<file path="config.mk">
export PLATFORM = sky130hd
export DESIGN_NAME = booking_priority_queue_unit
export DESIGN_NICKNAME = d
export VERILOG_FILES = /design/src/sv/bpq_pkg.sv /design/src/sv/booking_priority_queue_unit.sv /design/src/sv/bpq_cell.sv
export VERILOG_INCLUDE_DIRS = /design/src /design/src/sv
export SDC_FILE = /design/constraint.sdc
export NUM_CORES = 2
export LEC_CHECK = 0
export ABC_AREA = 1
export BUFFER_PORTS_ARGS = -buffer_cell sky130_fd_sc_hd__buf_2
export CORE_MARGIN = 4
export CORE_UTILIZATION = 69
export CTS_CLUSTER_DIAMETER = 60
export CTS_CLUSTER_SIZE = 40
export DETAILED_ROUTE_END_ITERATION = 8
export PLACE_DENSITY = 0.9
export SLEW_MARGIN = 25
export SYNTH_ARGS = -nofsm -noshare
export SYNTH_HDL_FRONTEND = slang
export SYNTH_HIERARCHICAL = 1
export SYNTH_SLANG_ARGS = --single-unit
</file>
<file path="constraint.sdc">
create_clock -name i_clk -period 12.45 [get_ports i_clk]
set_input_delay 0.6225 -clock i_clk [delete_from_list [all_inputs] [get_ports i_clk]]
set_output_delay 0.6225 -clock i_clk [all_outputs]
set_load 0.01 [all_outputs]
</file>
<file path="src/sv/assert_macros.svh">
// Assertion macros shared by the booking queue RTL.
`ifndef ASSERT_MACROS_SVH
`define ASSERT_MACROS_SVH

// cond must hold at every clock edge out of reset
`define ASSERT_ALWAYS(label, clk, rst_n, cond, msg) \
    label: assert property (@(posedge clk) disable iff (!rst_n) (cond)) else $error(msg);

// cons must hold at the edge where ante holds
`define ASSERT_IMPLIES(label, clk, rst_n, ante, cons, msg) \
    label: assert property (@(posedge clk) disable iff (!rst_n) (ante) |-> (cons)) \
        else $error(msg);

// cons must hold at the edge after the one where ante holds
`define ASSERT_IMPLIES_NEXT(label, clk, rst_n, ante, cons, msg) \
    label: assert property (@(posedge clk) disable iff (!rst_n) (ante) |=> (cons)) \
        else $error(msg);

`endif

</file>
<file path="src/sv/bpq_pkg.sv">
// Types, constants and calendar helpers for the booking priority queue.
package bpq_pkg;

    localparam int QUEUE_DEPTH_DEF  = 16;
    localparam int WORKER_COUNT_DEF = 5;
    localparam logic [3:0] BUMP_RESET = 4'd5;
    localparam int MONTHS = 12;

    typedef enum logic [1:0] {
        CMD_INSERT  = 2'd0,
        CMD_TAKE    = 2'd1,
        CMD_RESCHED = 2'd2
    } t_cmd;

    typedef enum logic [2:0] {
        STAT_OK      = 3'd0,
        STAT_MOVED   = 3'd1,
        STAT_NO_DATE = 3'd2,
        STAT_FULL    = 3'd3,
        STAT_NONE    = 3'd4,
        STAT_BAD_POS = 3'd5
    } t_status;

    typedef enum logic [2:0] {
        ST_IDLE,
        ST_CHECK,
        ST_BUMP,
        ST_SCAN,
        ST_DONE
    } t_state;

    // field order makes a plain vector compare the calendar order
    typedef struct packed {
        logic [13:0] year;
        logic [3:0]  month;
        logic [4:0]  day;
    } t_date;

    typedef struct packed {
        logic [2:0] worker;
        logic [2:0] urgency;
        t_date      date;
    } t_entry;

    typedef struct packed {
        logic [1:0]  cmd;
        logic [2:0]  worker;
        logic [2:0]  urgency;
        logic [4:0]  day;
        logic [3:0]  month;
        logic [13:0] year;
        logic [3:0]  position;
    } t_in_item;

    typedef struct packed {
        t_status     status;
        logic [3:0]  out_position;
        logic [2:0]  out_worker;
        logic [2:0]  out_urgency;
        logic [4:0]  out_day;
        logic [3:0]  out_month;
        logic [13:0] out_year;
    } t_out_item;

    typedef struct packed {
        logic load;
        logic shift;
        logic live;
        logic skip;
    } t_cell_en;

    function automatic logic [4:0] month_len(input logic [3:0] m);
        logic [4:0] len;
        case (m)
            4'd1, 4'd3, 4'd5, 4'd7, 4'd8, 4'd10, 4'd12: len = 5'd31;
            4'd4, 4'd6, 4'd9, 4'd11:                    len = 5'd30;
            4'd2:                                       len = 5'd28;
            default:                                    len = 5'd0;
        endcase
        return len;
    endfunction

    function automatic t_date next_day(input t_date d);
        logic [4:0] len;
        logic [5:0] dn;
        logic [4:0] mn;
        t_date      r;
        len = month_len(d.month);
        dn  = {1'b0, d.day} + 6'd1;
        mn  = {1'b0, d.month} + 5'd1;
        r   = d;
        if (dn > {1'b0, len}) begin
            r.day = 5'd1;
            if (mn > 5'(MONTHS)) begin
                r.month = 4'd1;
                r.year  = d.year + 14'd1;
            end else begin
                r.month = mn[3:0];
            end
        end else begin
            r.day = dn[4:0];
        end
        return r;
    endfunction

    function automatic t_out_item make_result(input t_status st, input logic [3:0] pos,
                                              input t_entry e);
        t_out_item r;
        r.status       = st;
        r.out_position = pos;
        r.out_worker   = e.worker;
        r.out_urgency  = e.urgency;
        r.out_day      = e.date.day;
        r.out_month    = e.date.month;
        r.out_year     = e.date.year;
        return r;
    endfunction

    function automatic t_out_item fail_result(input t_status st);
        t_out_item r;
        r        = '0;
        r.status = st;
        return r;
    endfunction

endpackage

</file>
<file path="src/sv/booking_priority_queue_unit.sv">
// Booking priority queue: top level with control sequencer and the row of slot cells.
//
// Queue of up to QUEUE_DEPTH bookings held in a row of slot cells. One command is worked
// at a time; a new command transfer is taken as soon as the previous result sits in the
// output register. Insert and reschedule try one date at a time: all cells compare the
// candidate date in parallel (CHECK), then the sequencer decides or moves a day (BUMP),
// up to max_bumps moves. Take reads the live entries one per cycle through the cell read
// port and then shifts the tail down. Bad commands (full, bad worker, bad position) go
// straight to the result. max_bumps resets to 5 and is written through i_cfg_we and
// i_cfg_wdata; the user must write it only while idle, the block does not enforce it.
`include "assert_macros.svh"

module booking_priority_queue_unit #(
    parameter int QUEUE_DEPTH  = bpq_pkg::QUEUE_DEPTH_DEF,
    parameter int WORKER_COUNT = bpq_pkg::WORKER_COUNT_DEF
) (
    input  logic               i_clk,
    input  logic               i_rst_n,
    input  logic               i_in_valid,
    output logic               o_in_ready,
    input  bpq_pkg::t_in_item  i_in_data,
    output logic               o_out_valid,
    input  logic               i_out_ready,
    output bpq_pkg::t_out_item o_out_data,
    input  logic               i_cfg_we,
    input  logic [3:0]         i_cfg_wdata
);

    localparam int IDX_W = (QUEUE_DEPTH > 1) ? $clog2(QUEUE_DEPTH) : 1;
    localparam int CNT_W = $clog2(QUEUE_DEPTH + 1);
    localparam int PW    = (CNT_W > 4) ? CNT_W : 4;

    bpq_pkg::t_state    r_state;
    bpq_pkg::t_state    n_state;
    logic [CNT_W-1:0]   r_count;
    logic [3:0]         r_max_bumps;
    logic               r_out_valid;
    bpq_pkg::t_out_item r_out;

    bpq_pkg::t_cmd      r_cmd;
    bpq_pkg::t_entry    r_item;
    logic [IDX_W-1:0]   r_pos;
    logic [3:0]         r_tries;
    logic               r_moved;
    logic [QUEUE_DEPTH-1:0] r_hits;
    logic [CNT_W-1:0]   r_scan;
    logic               r_found;
    bpq_pkg::t_entry    r_best;
    logic [IDX_W-1:0]   r_best_idx;
    bpq_pkg::t_out_item r_res;

    bpq_pkg::t_entry    w_entry [QUEUE_DEPTH];
    logic [QUEUE_DEPTH-1:0] w_hits;
    bpq_pkg::t_entry    w_rd;
    logic [IDX_W-1:0]   w_rd_addr;
    logic               w_in_fire;
    logic               w_out_load;
    logic               w_any_hit;
    logic               w_scan_end;
    logic               w_better;
    logic               w_full;
    logic               w_bad_worker;
    logic               w_bad_pos;
    logic               w_wr_en;
    logic               w_shift_en;
    logic               w_skip_en;
    bpq_pkg::t_entry    w_in_entry;

    // slot row
    for (genvar gi = 0; gi < QUEUE_DEPTH; gi++) begin : g_cell
        bpq_pkg::t_cell_en w_en;
        bpq_pkg::t_entry   w_next;

        assign w_en.load  = w_wr_en && (IDX_W'(gi) == r_pos);
        assign w_en.shift = w_shift_en && (IDX_W'(gi) >= r_best_idx);
        assign w_en.live  = CNT_W'(gi) < r_count;
        assign w_en.skip  = w_skip_en && (IDX_W'(gi) == r_pos);

        if (gi == QUEUE_DEPTH - 1) begin : g_last
            assign w_next = w_entry[gi];
        end else begin : g_mid
            assign w_next = w_entry[gi + 1];
        end

        bpq_cell u_cell (
            .i_clk   (i_clk),
            .i_en    (w_en),
            .i_item  (r_item),
            .i_next  (w_next),
            .o_entry (w_entry[gi]),
            .o_hit   (w_hits[gi])
        );
    end

    assign w_rd = w_entry[w_rd_addr];

    assign w_in_fire    = i_in_valid && o_in_ready;
    assign w_out_load   = (r_state == bpq_pkg::ST_DONE) && (!r_out_valid || i_out_ready);
    assign w_any_hit    = |r_hits;
    assign w_scan_end   = (r_scan == r_count);
    assign w_full       = r_count >= CNT_W'(QUEUE_DEPTH);
    assign w_bad_worker = {1'b0, i_in_data.worker} >= 4'(WORKER_COUNT);
    assign w_bad_pos    = PW'(i_in_data.position) >= PW'(r_count);
    assign w_better     = (w_rd.worker == r_item.worker) &&
                          (!r_found || (w_rd.urgency > r_best.urgency) ||
                           ((w_rd.urgency == r_best.urgency) &&
                            (w_rd.date < r_best.date)));

    assign w_in_entry.worker     = i_in_data.worker;
    assign w_in_entry.urgency    = i_in_data.urgency;
    assign w_in_entry.date.year  = i_in_data.year;
    assign w_in_entry.date.month = i_in_data.month;
    assign w_in_entry.date.day   = i_in_data.day;

    // next state
    always_comb begin
        n_state = r_state;
        unique case (r_state)
            bpq_pkg::ST_IDLE: begin
                if (w_in_fire) begin
                    case (bpq_pkg::t_cmd'(i_in_data.cmd))
                        bpq_pkg::CMD_INSERT:  n_state = w_full ? bpq_pkg::ST_DONE
                                                               : bpq_pkg::ST_CHECK;
                        bpq_pkg::CMD_TAKE:    n_state = w_bad_worker ? bpq_pkg::ST_DONE
                                                                     : bpq_pkg::ST_SCAN;
                        bpq_pkg::CMD_RESCHED: n_state = w_bad_pos ? bpq_pkg::ST_DONE
                                                                  : bpq_pkg::ST_CHECK;
                        default:              n_state = bpq_pkg::ST_IDLE;
                    endcase
                end
            end
            bpq_pkg::ST_CHECK: n_state = bpq_pkg::ST_BUMP;
            bpq_pkg::ST_BUMP: begin
                if (w_any_hit && (r_tries < r_max_bumps)) begin
                    n_state = bpq_pkg::ST_CHECK;
                end else begin
                    n_state = bpq_pkg::ST_DONE;
                end
            end
            bpq_pkg::ST_SCAN: begin
                if (w_scan_end) begin
                    n_state = bpq_pkg::ST_DONE;
                end
            end
            bpq_pkg::ST_DONE: begin
                if (w_out_load) begin
                    n_state = bpq_pkg::ST_IDLE;
                end
            end
            default: n_state = bpq_pkg::ST_IDLE;
        endcase
    end

    // state outputs
    always_comb begin
        o_in_ready = 1'b0;
        w_wr_en    = 1'b0;
        w_shift_en = 1'b0;
        w_rd_addr  = r_pos;
        unique case (r_state)
            bpq_pkg::ST_IDLE: o_in_ready = 1'b1;
            bpq_pkg::ST_BUMP: w_wr_en = !w_any_hit;
            bpq_pkg::ST_SCAN: begin
                w_rd_addr  = r_scan[IDX_W-1:0];
                w_shift_en = w_scan_end && r_found;
            end
            default: ;
        endcase
    end

    assign w_skip_en = (r_cmd == bpq_pkg::CMD_RESCHED);

    // control registers
    always_ff @(posedge i_clk) begin
        if (!i_rst_n) begin
            r_state     <= bpq_pkg::ST_IDLE;
            r_count     <= '0;
            r_max_bumps <= bpq_pkg::BUMP_RESET;
            r_out_valid <= 1'b0;
        end else begin
            r_state <= n_state;
            if (i_cfg_we) begin
                r_max_bumps <= i_cfg_wdata;
            end
            if (w_wr_en && (r_cmd == bpq_pkg::CMD_INSERT)) begin
                r_count <= r_count + 1'b1;
            end else if (w_shift_en) begin
                r_count <= r_count - 1'b1;
            end
            if (w_out_load) begin
                r_out_valid <= 1'b1;
            end else if (i_out_ready) begin
                r_out_valid <= 1'b0;
            end
        end
    end

    // working registers
    always_ff @(posedge i_clk) begin
        unique case (r_state)
            bpq_pkg::ST_IDLE: begin
                if (w_in_fire) begin
                    r_cmd   <= bpq_pkg::t_cmd'(i_in_data.cmd);
                    r_item  <= w_in_entry;
                    r_tries <= '0;
                    r_moved <= 1'b0;
                    r_scan  <= '0;
                    r_found <= 1'b0;
                    if (bpq_pkg::t_cmd'(i_in_data.cmd) == bpq_pkg::CMD_INSERT) begin
                        r_pos <= r_count[IDX_W-1:0];
                    end else begin
                        r_pos <= IDX_W'(i_in_data.position);
                    end
                    priority if (bpq_pkg::t_cmd'(i_in_data.cmd) == bpq_pkg::CMD_INSERT) begin
                        r_res <= bpq_pkg::fail_result(bpq_pkg::STAT_FULL);
                    end else if (bpq_pkg::t_cmd'(i_in_data.cmd) == bpq_pkg::CMD_TAKE) begin
                        r_res <= bpq_pkg::fail_result(bpq_pkg::STAT_NONE);
                    end else begin
                        r_res <= bpq_pkg::fail_result(bpq_pkg::STAT_BAD_POS);
                    end
                end
            end
            bpq_pkg::ST_CHECK: begin
                r_hits <= w_hits;
                if (r_cmd == bpq_pkg::CMD_RESCHED) begin
                    r_item.worker  <= w_rd.worker;
                    r_item.urgency <= w_rd.urgency;
                end
            end
            bpq_pkg::ST_BUMP: begin
                if (w_any_hit) begin
                    r_moved <= 1'b1;
                    if (r_tries >= r_max_bumps) begin
                        r_res <= bpq_pkg::fail_result(bpq_pkg::STAT_NO_DATE);
                    end else begin
                        r_item.date <= bpq_pkg::next_day(r_item.date);
                        r_tries     <= r_tries + 1'b1;
                    end
                end else begin
                    r_res <= bpq_pkg::make_result(
                        r_moved ? bpq_pkg::STAT_MOVED : bpq_pkg::STAT_OK, 4'(r_pos), r_item);
                end
            end
            bpq_pkg::ST_SCAN: begin
                if (!w_scan_end) begin
                    if (w_better) begin
                        r_best     <= w_rd;
                        r_best_idx <= r_scan[IDX_W-1:0];
                        r_found    <= 1'b1;
                    end
                    r_scan <= r_scan + 1'b1;
                end else if (r_found) begin
                    r_res <= bpq_pkg::make_result(bpq_pkg::STAT_OK, 4'(r_best_idx), r_best);
                end else begin
                    r_res <= bpq_pkg::fail_result(bpq_pkg::STAT_NONE);
                end
            end
            bpq_pkg::ST_DONE: begin
                if (w_out_load) begin
                    r_out <= r_res;
                end
            end
            default: ;
        endcase
    end

    assign o_out_valid = r_out_valid;
    assign o_out_data  = r_out;

    `ASSERT_ALWAYS(a_count_bound, i_clk, i_rst_n, r_count <= CNT_W'(QUEUE_DEPTH), "count over depth")
    `ASSERT_IMPLIES_NEXT(a_insert_grows, i_clk, i_rst_n, w_wr_en && (r_cmd == bpq_pkg::CMD_INSERT), r_count == $past(r_count) + 1'b1, "insert did not grow queue")
    `ASSERT_IMPLIES_NEXT(a_take_shrinks, i_clk, i_rst_n, w_shift_en, r_count == $past(r_count) - 1'b1, "take did not shrink queue")
    `ASSERT_IMPLIES(a_fail_zero, i_clk, i_rst_n, o_out_valid && (o_out_data.status == bpq_pkg::STAT_NO_DATE || o_out_data.status == bpq_pkg::STAT_FULL || o_out_data.status == bpq_pkg::STAT_NONE || o_out_data.status == bpq_pkg::STAT_BAD_POS), o_out_data.out_urgency == 3'd0, "failed result carries entry")

endmodule

</file>
<file path="src/sv/bpq_cell.sv">
// One queue slot: holds an entry, loads, shifts from its neighbor, flags a date clash.
module bpq_cell (
    input  logic              i_clk,
    input  bpq_pkg::t_cell_en i_en,
    input  bpq_pkg::t_entry   i_item,
    input  bpq_pkg::t_entry   i_next,
    output bpq_pkg::t_entry   o_entry,
    output logic              o_hit
);

    bpq_pkg::t_entry r_entry;
    bpq_pkg::t_entry n_entry;

    always_comb begin
        priority if (i_en.load) begin
            n_entry = i_item;
        end else if (i_en.shift) begin
            n_entry = i_next;
        end else begin
            n_entry = r_entry;
        end
    end

    always_ff @(posedge i_clk) begin
        r_entry <= n_entry;
    end

    assign o_entry = r_entry;
    assign o_hit   = i_en.live && !i_en.skip && (r_entry.date == i_item.date);

endmodule

</file>
Yosys cells after proc, flatten, opt, wreduce, memory -nomap -nowiden
Memory sizes are Yosys's and may differ from the RTL's. A register that Yosys moved wholly into a read port is not among the register bits.
Index checks and enable logic that the tools add are counted.
Word-level totals
  memories: 1
  output and inout port bits: 38
  bits in read-only memories: 80
  word-level logic and storage cells: 452
  input bits: 44
  flip-flop bits (word level): 644
Cells by class
  bitwise logic cells: 2
  order comparisons: 41
  equality and inequality tests: 52
  reduce and logical (&&, ||, !) cells: 146
  multiplexer cells: 87
  add/subtract/negate cells: 7
Memory list
  (no name shown): depth 16, width 5, rd ports 1, clocked after Yosys merged registers in 1, write ports 0, line bpq_pkg.sv:74  | case (m)
Operator list (count)
  two-way mux 29 bit: 33
  equality test 23 bit: 16
  two-way mux 36 bit: 6
  binary-select mux 29 bit (select 4 bit): 1
  one-hot mux 36 bit (3 select lines): 1
  logical AND 1 bit: 86
  two-way mux 23 bit: 2
  one-hot mux 23 bit (2 select lines): 1
  less-than comparator 4 x 5 -> 1 bit (first input constant): 8
  two-way mux 5 bit: 8
  nonzero test 2 bit: 20
  two-way mux 34 bit: 1
  equality test 4 bit (first input constant): 8
  >= comparator 4 bit (first input constant): 7
  two-way mux 4 bit: 7
  less-than comparator 23 bit: 1
  two-way mux 3 bit: 7
  less-than comparator 3 x 5 -> 1 bit (first input constant): 4
  != test 2 bit (second input constant): 10
  logical NOT 1 bit: 19
  two-way mux 18 bit: 1
  equality test 3 x 4 -> 1 bit (first input constant): 4
  >= comparator 3 x 4 -> 1 bit (first input constant): 4
  OR reduction 16 bit: 1
  49 further kinds: 79

Longest topological paths before layout
  depth after elaboration: 13
  gate-level depth with buffers: 25
  gate-level depth less buffers: 21

Modules after synthesis
The synthesis kept the hierarchy.
By module, submodules not included
  bpq_cell: instances 16, area each 1675.4 µm², cells an instance 227
  booking_priority_queue_unit: instances 1, area each 13446.6 µm², cells an instance 1611

Worst setup path before layout
No wires, ideal clock.
  kind: register to register
  start: register r_state[1]
  end: register r_best[0] in the netlist's numbering, enable pin
  slack: 7573 ps
  library setup time: 423 ps
  cell stages (with the launch flop): 22
  data arrival time: 4453 ps
  required time: 12027 ps
  cells stage by stage: dfxtp_1 > buf_2 > nand2_2 > nor2_4 > nand2_4 > nand2_4 > buf_4 > buf_2 > buf_4 > mux2i_1 > a221oi_1 > o31ai_1 > inv_1 > ha_1 > a31o_2 > a211oi_1 > o21ai_0 > a221oi_1 > nand2_1 > nand2_1 > nand2_1 > nor2_1
RTL lines
  start: declaration: line booking_priority_queue_unit.sv:33  | bpq_pkg::t_state r_state;
  start signal: assignment: line booking_priority_queue_unit.sv:176  | r_state <= bpq_pkg::ST_IDLE;
  start signal: assignment: line booking_priority_queue_unit.sv:181  | r_state <= n_state;
  end signal: assignment: line booking_priority_queue_unit.sv:247  | r_best <= w_rd;
  end: declaration: line booking_priority_queue_unit.sv:48  | bpq_pkg::t_entry r_best;

==> results.cfg <==
[layout]
multi_input_area_mm2 = 0.01679
final_cell_mix = nand2_1, inv_1, edfxtp_1
fin_util_pct = 73.63
area_growth_pct = 5.539
nNetsFinal = 5301
final_cells = 6011
n_fill_cell = 4370
final_common_cell = nand2_1
drive_above_1_share_pct = 6.805
antennaDiodeCount = 0
final-seq-area_mm2 = 0.01927

[sta]
min_period_over_period_pct = 51.63
finalSetupTns_ps = 0
setup_viol = 0
slew_headroom_pct = 25.60
hold_viol_final = 0
period_needed_ps = 6428
finClkSkew_ps = 23.71
drv_slew = 0
setup_ws_ps = 6022
rsz0062_at_grt = no
tightest_slew_ps = 1116
holdWs_ps = 226.4
fmax_mhz = 155.6

[grt]
grt_usage_pct = 38.04
grt_max_degree = 98
overflow = 0
grt_antenna_before_repair = 5
grt_first_pass_wirelength_mm = 188.4
first_global_vias = 33880

[die]
start_util_pct = 69.77
io_pins = 82
core_area_mm2 = 0.05770
row_count = 88
fp.dieW_um = 249.5
die_h_um = 249.5
dieArea_mm2 = 0.06227

[synth]
ys_seq_area_share_pct = 47.87
synth_nets = 5334
ys_types = 53
synth-seq-cells = 647
ys_async_sr_fraction_pct = 0
synth_cells = 5243
ys_warn_count = 6
synth.avg_cell_area_um2 = 7.677
synth_ff_type = edfxtp_1
syn_area_mm2 = 0.04025
synth_edf_count = 631

[route]
vias = 37080
totalWireLength_mm = 123.5
drtIter0Drc = 6054
via_per_inst = 6.169
wl_per_cell_um = 20.55
ant_nets = 0
firstDrtPassIters = 8
drc = 0

[cts]
cts_tree = yes
clock_sinks = 647
cts.reportedPaths.clkPinSlew_ps = 80
clockRootBuffer = clkbuf_16
cts_made_buffers = 46
clock_latency_ps = 630
htreeDepth = 2
hold_buffers = 0
cts_buffer_depth = 3
ctsResizeCount = 0
cts_setup_buffers = 0

[power]
p_seq_share_pct = 47.5
p_leak_nw = 20.14
power.internal_mw = 3.523
p_sw_mw = 1.782
p_clk_share_pct = 30.2
pwr-share-comb_pct = 22.4
power_density_mw_per_mm2 = 124.9
p_sw_share_pct = 33.60
peakVddDrop_mv = 0.1613

[critical_path]
cp-start-kind = flop
cp.required_ps = 12710
end_kind = flop
path_max_fanout = 97
crit_type = reg2reg
r2r-start = r_state[2]$_SDFFE_PN0P_
cp.arrival_ps = 6690
crit_start = r_state[2]$_SDFFE_PN0P_

[placed_design]
hpwl_mm = 87.81
place_ws_ps = 6158
gp_congestion = 0.9983
port_buffers = 81
dp_cells = 5926

[min_path]
hold_start = i_cfg_wdata[2]
hold_class = in2reg

[flow_run]
maxCapViolations = 0

[status]
status = complete, no violations
==> cells by family (layout without fill, tap and decap cells) <==
| kind of cell | count (synthesis) | after routing | synth area share (%) |
|---|---|---|---|
| flip-flops | 647 | 647 | 47.87 |
| AO/OA/AOI/OAI | 889 | 889 | 12.84 |
| XOR/XNOR | 34 | 34 | 0.7398 |
| AND/OR/NAND/NOR | 2502 | 2502 | 24.76 |
| multiplexers | 71 | 71 | 1.766 |
| adder cells (fa/ha/maj) | 47 | 47 | 1.461 |
| buffers and inverters | 1053 | 1056 | 10.56 |
==> stage by stage <==
step | power [mW] | cell area [µm²]
after floorplan | 3.333 | 40250
after global placement | 3.630 | 40940
after global routing | 5.491 | 42480
after detailed placement | 3.690 | 40940
after CTS | 5.256 | 42470
final | 5.305 | 42480
==> synth_stat cells (4+ instances only) <==
cell      instances  area share (%)
o32ai_1          10            0.22
a31oi_1           5           0.078
o21ai_1          50            0.62
dfxtp_1          16            0.80
nor2_1          279             2.6
o21ai_0         452             5.6
nor3_1           27            0.34
o22ai_1          26            0.40
a211oi_1          4           0.075
o31ai_1          22            0.41
nand2_1        1904              18
ha_1             47             1.5
clkbuf_1         63            0.59
buf_6             8            0.22
a221o_1          17            0.42
nor2_2           33            0.51
or2_0             5           0.078
buf_4            29            0.54
buf_2           103             1.3
a21oi_1         171             2.1
inv_1           801             7.5
inv_2            39            0.36
a32o_1           17            0.42
nand3_1         186             2.3
buf_1             7           0.065
xnor2_1          19            0.41
mux2i_1          71             1.8
edfxtp_1        631              47
a221oi_2          5            0.19
nor4_1            4           0.062
a221oi_1         51             1.1
or2_2            50            0.78
o211ai_1         40            0.75
xor2_1           15            0.33
o21ai_2           4           0.087
==> critical path, stage by stage (launching register included) <==
cell and delay (ps):
dfxtp_1 460, inv_2 100, nand3_4 260, nand2_4 320, nand2_8 600, buf_4 580, buf_4 720, mux2i_1 280
a221oi_1 120, o31ai_1 300, inv_1 140, ha_1 330, a31o_2 240, a211oi_1 170, o21ai_0 120, a221oi_1 280
nand2_1 190, nand2_1 120, nand2_1 90, nor2_2 80, buf_4 430
==> final timing paths <==
path / end / slack [ps] / cells after the start
worst max-delay path: r_best[10]$_DFFE_PP_ / 6020 / 20
worst min-delay path: r_max_bumps[2]$_SDFFE_PN1P_ / 230 / 3
worst max register to register: r_best[10]$_DFFE_PP_ / 6020 / 20
worst min register to register: o_out_data[30]$_DFFE_PP_ / 420 / 0
==> power by group through the flow <==
stage          registers, mW  logic [mW]  clock network [mW]
6_report                2.52        1.19                1.60
4_1_cts                 2.52        1.13                1.60
3_5_place_dp            2.57        1.12                   0
2_1_floorplan           2.63       0.708                   0
3_3_place_gp            2.56        1.07                   0
5_1_grt                 2.52        1.29                1.68
==> layer usage <==
layer,track usage (%),routed length (µm),vias to the layer above
li1,-,-,16900
met1,51.82,44650,16900
met2,58.23,53400,2805
met3,8.535,18070,462
met4,18.58,7344,10
met5,0,65,-
==> layout make-up <==
| cell class | count | area share, % |
|---|---|---|
| Clock buffer | 49 | 2.786 |
| Clock inverter | 35 | 0.8041 |
| Inverter | 843 | 7.449 |
| Multi-Input combinational cell | 3543 | 39.53 |
| Sequential cell | 647 | 45.36 |
| Tap cell | 765 | 2.253 |
| Timing Repair Buffer | 129 | 1.820 |
==> state kept, by name, summed over array words and instances (netlist names), named ones only <==
signal	count
r_scan	5
g_cell.u_cell/o_entry	464
r_state	3
r_moved	1
r_count	5
r_pos	4
r_hits	16
r_tries	4
r_item	29
r_found	1
o_out_valid	1
r_res	36
r_max_bumps	4
r_cmd	2
r_best	29
r_best_idx	4
o_out_data	36
Power figures use the tool's default switching activity.
